`src/fxalu_mul.sv`:
```
// Pipelined magnitude multiplier: four 16x16 partial products, then a sum,
// then rounding and a delay; the caller sets Stages to match the divider.
module fxalu_mul #(
  parameter int FracBits = 8,
  parameter int Stages   = 34
) (
  input  logic        clk,
  input  logic [31:0] mag_a,
  input  logic [31:0] mag_b,
  output logic [63:0] product
);

  logic [31:0] pp_ll, pp_lh, pp_hl, pp_hh;
  logic [63:0] sum;
  logic [63:0] rounded;
  logic [63:0] delay [Stages-3];

  // Partial products.
  always_ff @(posedge clk) begin
    pp_ll <= mag_a[15:0]  * mag_b[15:0];
    pp_lh <= mag_a[15:0]  * mag_b[31:16];
    pp_hl <= mag_a[31:16] * mag_b[15:0];
    pp_hh <= mag_a[31:16] * mag_b[31:16];
  end

  // Sum of partial products.
  always_ff @(posedge clk) begin
    sum <= {pp_hh, pp_ll} + ({32'd0, pp_lh} << 16) + ({32'd0, pp_hl} << 16);
  end

  // Round half away from zero on the magnitude.
  always_ff @(posedge clk) begin
    rounded <= (sum + (64'd1 << (FracBits - 1))) >> FracBits;
  end

  // Delay to line up with the divider.
  always_ff @(posedge clk) begin
    delay[0] <= rounded;
    for (int i = 1; i < Stages - 3; i++) begin
      delay[i] <= delay[i-1];
    end
  end

  assign product = delay[Stages-4];

endmodule

```
`config.mk`:
```
export PLATFORM = sky130hd
export DESIGN_NAME = fxalu_mul
export DESIGN_NICKNAME = d
export VERILOG_FILES = /design/src/fxalu_mul.sv
export SDC_FILE = /design/constraint.sdc
export NUM_CORES = 2
export LEC_CHECK = 0
export BUFFER_PORTS_ARGS = -buffer_cell sky130_fd_sc_hd__buf_4
export CORE_MARGIN = 4
export CORE_UTILIZATION = 55
export CTS_CLUSTER_SIZE = 10
export DETAILED_ROUTE_END_ITERATION = 8
export MAX_ROUTING_LAYER = met4
export PLACE_DENSITY = 0.8
export SETUP_SLACK_MARGIN = 0.15
export SLEW_MARGIN = 20
export SYNTH_ARGS = -nofsm -noshare
export SYNTH_HDL_FRONTEND = slang
export SYNTH_SLANG_ARGS = --single-unit
```
`constraint.sdc`:
```
create_clock -name clk -period 11 [get_ports clk]
set_clock_uncertainty 0.1 [all_clocks]
set_input_delay 1.65 -clock clk [delete_from_list [all_inputs] [get_ports clk]]
set_output_delay 1.65 -clock clk [all_outputs]
set_load 0.005 [all_outputs]
```
* Word-level counts from Yosys, hierarchy flattened *
Memory sizes are Yosys's and may differ from the RTL's.
Cells that the tools add are included.

word-level totals
  word-level logic and storage cells = 14
  register bits = 248
  RAM bits = 1984
  output and inout port bits = 64
  memories kept = 1

memories
  memory  words  bits a word  rd ports  clocked after Yosys merged registers in  wr ports  line  source
  delay   31     64           31        0                                        31        16    logic [63:0] delay [Stages-3];

cells by class
  multiply operators = 4
  $add $sub $neg = 3

operators with widths
  kind                     number
  $add A64 B48 Y64         2
  $mul A16 B16 Y32         4
  $add A64 B8 Y64 const B  1

* Longest topological paths before layout *
  word-level depth = 2
  depth in mapped cells = 24
  mapped depth without buffers = 23

* Least setup slack after synthesis *
OpenSTA, ideal clock, no wires.

  path type = input port to flip-flop
  start = in mag_b[7]
  end = reg pp_hl[29]
  arrival = 7.097 ns
  path slack = 3.669 ns
  stages on the path = 23
  cells stage by stage = clkbuf_1 > nand2_1 > fa_1 > inv_1 > fa_1 > inv_1 > fa_1 > inv_1 > fa_1 > fa_1 > inv_1 > fa_1 > inv_1 > ha_1 > a211o_1 > o221a_2 > nand3_1 > nand2_1 > o21ai_2 > nand4b_1 > a21o_1 > and4b_1 > or4b_1

between the ends
  word-level cells in the longest chain between the ends = 1

RTL lines
  what                    line  source
  start: declaration      9     input logic [31:0] mag_b,
  $mul A16 B16 Y32        22    pp_hl <= mag_a[31:16] * mag_b[15:0];
  end signal: assignment  22
  end: declaration        13    logic [31:0] pp_ll, pp_lh, pp_hl, pp_hh;

No other way between the ends.

* Final worst setup path *
  start = in mag_a[21]
  end = reg pp_hh[30]

between the ends
  word-level cells in the longest chain between the ends = 1

RTL lines
  what                    line  source
  start: declaration      8     input logic [31:0] mag_a,
  $mul A16 B16 Y32        23    pp_hh <= mag_a[31:16] * mag_b[31:16];
  end signal: assignment  23
  end: declaration        13

No other way between the ends.

==> results.sh <==
export IMPL_portBuffers=120
export IMPL_coreArea_um2=140000
export IMPL_ys_seq_area_frac=0.510
export IMPL_crit_arrival_ns=7.83
export IMPL_synth_warnings=0
export IMPL_placementRows=137
export IMPL_worst_pin_slew_ns=0.810
export IMPL_synthMuxAreaShare=0.000518
export IMPL_final_nets=7811
export IMPL_synth_top_family_by_area="adder cells"
export IMPL_hp_class="flop to flop"
export IMPL_first_global_vias=45169
export IMPL_syn_instance_count=6420
export IMPL_clockBufferDepth=3
export IMPL_finalWirelength_mm=133
export IMPL_drc_errors=2
export IMPL_clk_latency_ns=0.83
export IMPL_root_buffer="clkbuf_16"
export IMPL_ys_top_cells_by_area="dfxtp_1 51%, fa_1 21%, ha_1 7.2%"
export IMPL_cts_sinks=1970
export IMPL_finalHoldViolations=0
export IMPL_synth_compound_area_share=0.0332
export IMPL_synth_cell_type_count=81
export IMPL_ys_ff_latch=1970
export IMPL_ios=129
export IMPL_startpoint_type="primary input"
export IMPL_cts_repair_resized=0
export IMPL_synth_area_um2=77300
export IMPL_yosys_most_used_dff="dfxtp_1"
export IMPL_slew_headroom=0.456
export IMPL_fmax_mhz=137
export IMPL_required_ns=11.54
export IMPL_antenna_left=0
export IMPL_fin_util=0.612
export IMPL_setup_violations=0
export IMPL_cts_tree="done"
export IMPL_globalplace_congestion=0.866
export IMPL_hpwl_mm=91.8
export IMPL_cts_buffers=218
export IMPL_synth_edf_count=0
export IMPL_die_y_um=383
export IMPL_viasPerCell=4.97
export IMPL_avgSynthCellArea_um2=12.0
export IMPL_first_pass_iters=9
export IMPL_outcome="complete, but fails checks"
export IMPL_cts_setup_buffers=0
export IMPL_grt_start_max_net_pins=33
export IMPL_synth_top_area_frac=0.510
export IMPL_overflow=0
export IMPL_start_util=0.554
export IMPL_fin_setup_tns_ns=0
export IMPL_grt_pass1_wl_mm=225
export IMPL_h_tree_depth=4
export IMPL_antenna_found_initial=4
export IMPL_synth_xor_area_frac=0.0227
export IMPL_top_layer_used="met4"
export IMPL_rsz0062_at_grt="false"
export IMPL_wl_met3_mm=8.65
export IMPL_crit_path_end_kind="flop"
export IMPL_violations="design-rule violations"
export IMPL_die_area_um2=147000
export IMPL_grt_usage=0.197
export IMPL_critPathKind="primary input to flop"
export IMPL_dr_first_iter_drc_count=2348
export IMPL_num_vias=41701
export IMPL_synthSimpleGateAreaFrac=0.0902
export IMPL_die_x_um=383
export IMPL_critPathMaxFanout=32
export IMPL_fin_crit_ns=7.29
export IMPL_wl_met2_mm=63.9
export IMPL_synth_most_common_cell="dfxtp_1"
export IMPL_cts_hold_buf=0
export IMPL_maxCapViolations=0
export IMPL_drive_gt1_frac=0.0591
export IMPL_fillers=11037
export IMPL_synth_top_cell_by_area="dfxtp_1"
export IMPL_ys_async_sr_fraction=0
export IMPL_area_delta_synth_final_pct=10.4
export IMPL_fin_crit_sh=0.663
export IMPL_synth_top_cells_by_count="1,970 x dfxtp_1, 930 x inv_1, 808 x fa_1"
export IMPL_synth_fa_ha_area_frac=0.281
export IMPL_wl_per_cell_um=15.9
export IMPL_final_max_slew_viol_count=0
export IMPL_m1WireLength_mm=56.0
export IMPL_clkTransAtPathRegs_ns=0.06
## state kept, by name (all words and copies together) (netlist names)
signal	flops
pp_ll	25
pp_hh	32
pp_lh	32
delay	1736
sum	57
pp_hl	32
rounded	56
## metal layers
layer / track usage / vias up
li1: - / 19454
met1: 0.245 / 20683
met2: 0.322 / 1261
met3: 0.0358 / 303
met4: 0.0742 / 0
met5: - / -
## stage by stage
stage	setup WS, ns	std cells	cell area, µm²	hold slack [ns]
6_report	3.71	8397	85300	0.151
4_1_cts	3.87	8394	85300	0.151
2_1_floorplan	3.67	6427	77300	0.210
3_5_place_dp	3.04	8148	79300	0.212
5_1_grt	3.55	8397	85300	0.165
3_3_place_gp	3.13	8148	79300	0.209
## worst max-delay path, cell delays in order
cell,delay (ns)
buf_4,0.40
and2_1,0.22
fa_1,0.45
fa_1,0.51
fa_1,0.54
fa_1,0.52
fa_1,0.55
inv_1,0.05
fa_1,0.53
inv_1,0.04
ha_1,0.35
nand3_1,0.21
or4_1,0.55
a21oi_1,0.28
o311ai_0,0.30
a21oi_1,0.29
mux2i_1,0.24
o2111ai_1,0.13
## layout make-up
type,instances,area [µm²],share of cell area
antenna,3,7.51,0.0000880
clock buffer,224,5490,0.0643
clock inverter,22,537,0.00629
inverter,931,3490,0.0410
multi-input combinational,3251,33100,0.388
sequential,1970,39400,0.462
tap,1876,2350,0.0275
timing repair buffer,120,901,0.0106
## placed cells by master (no fill, tap or decap), types with 4 or more instances in the layout
cell type,synthesis,final
fa_1,808,808
clkinv_16,0,14
o21a_1,27,27
o21ai_0,48,48
nand2b_1,16,16
conb_1,1,8
clkbuf_16,0,218
nand3b_1,6,6
nor2b_1,17,17
a211oi_1,15,15
nand2_1,633,633
a21oi_1,119,119
dfxtp_1,1970,1970
o2111ai_1,6,6
or2_2,5,5
nor4_1,7,7
inv_1,930,930
mux2i_1,4,4
buf_4,64,120
nand4_1,19,19
nor3_1,23,23
a31oi_1,9,9
clkbuf_1,209,5
o211ai_1,9,9
and3_1,29,29
o21bai_1,17,17
ha_1,446,446
a21o_1,68,68
nor3b_1,12,12
and2_1,475,475
xnor2_1,134,134
a311oi_1,4,4
and4_1,8,8
nor2_1,100,100
nand3_1,45,45
xor2_1,66,66
a211o_1,6,6
## path summary, 6_finish.rpt
check | startpoint | to | slack (ns) | depth (start not counted)
worst max-delay path | mag_a[21] | pp_hh[30]$_DFF_P_ | 3.71 | 18
worst max register to register | pp_ll[17]$_DFF_P_ | sum[63]$_DFF_P_ | 7.05 | 13
worst min-delay path | delay[0][810]$_DFF_P_ | delay[0][874]$_DFF_P_ | 0.15 | 0
worst min register to register | delay[0][810]$_DFF_P_ | delay[0][874]$_DFF_P_ | 0.15 | 0
## cells by family after synthesis
| family | count (synthesis) |
|---|---|
| AOI/OAI and AO/OA | 378 |
| and+or+nand+nor | 1407 |
| adders and majority gates | 1254 |
| DFF | 1970 |
| buffers and inverters | 1206 |
| xor gates and xnor gates | 200 |
| other | 1 |
| muxes | 4 |
Power is left out: the tool's default activity adds up to more than one toggle a clock period on the data nets, which glitch-free logic cannot reach.
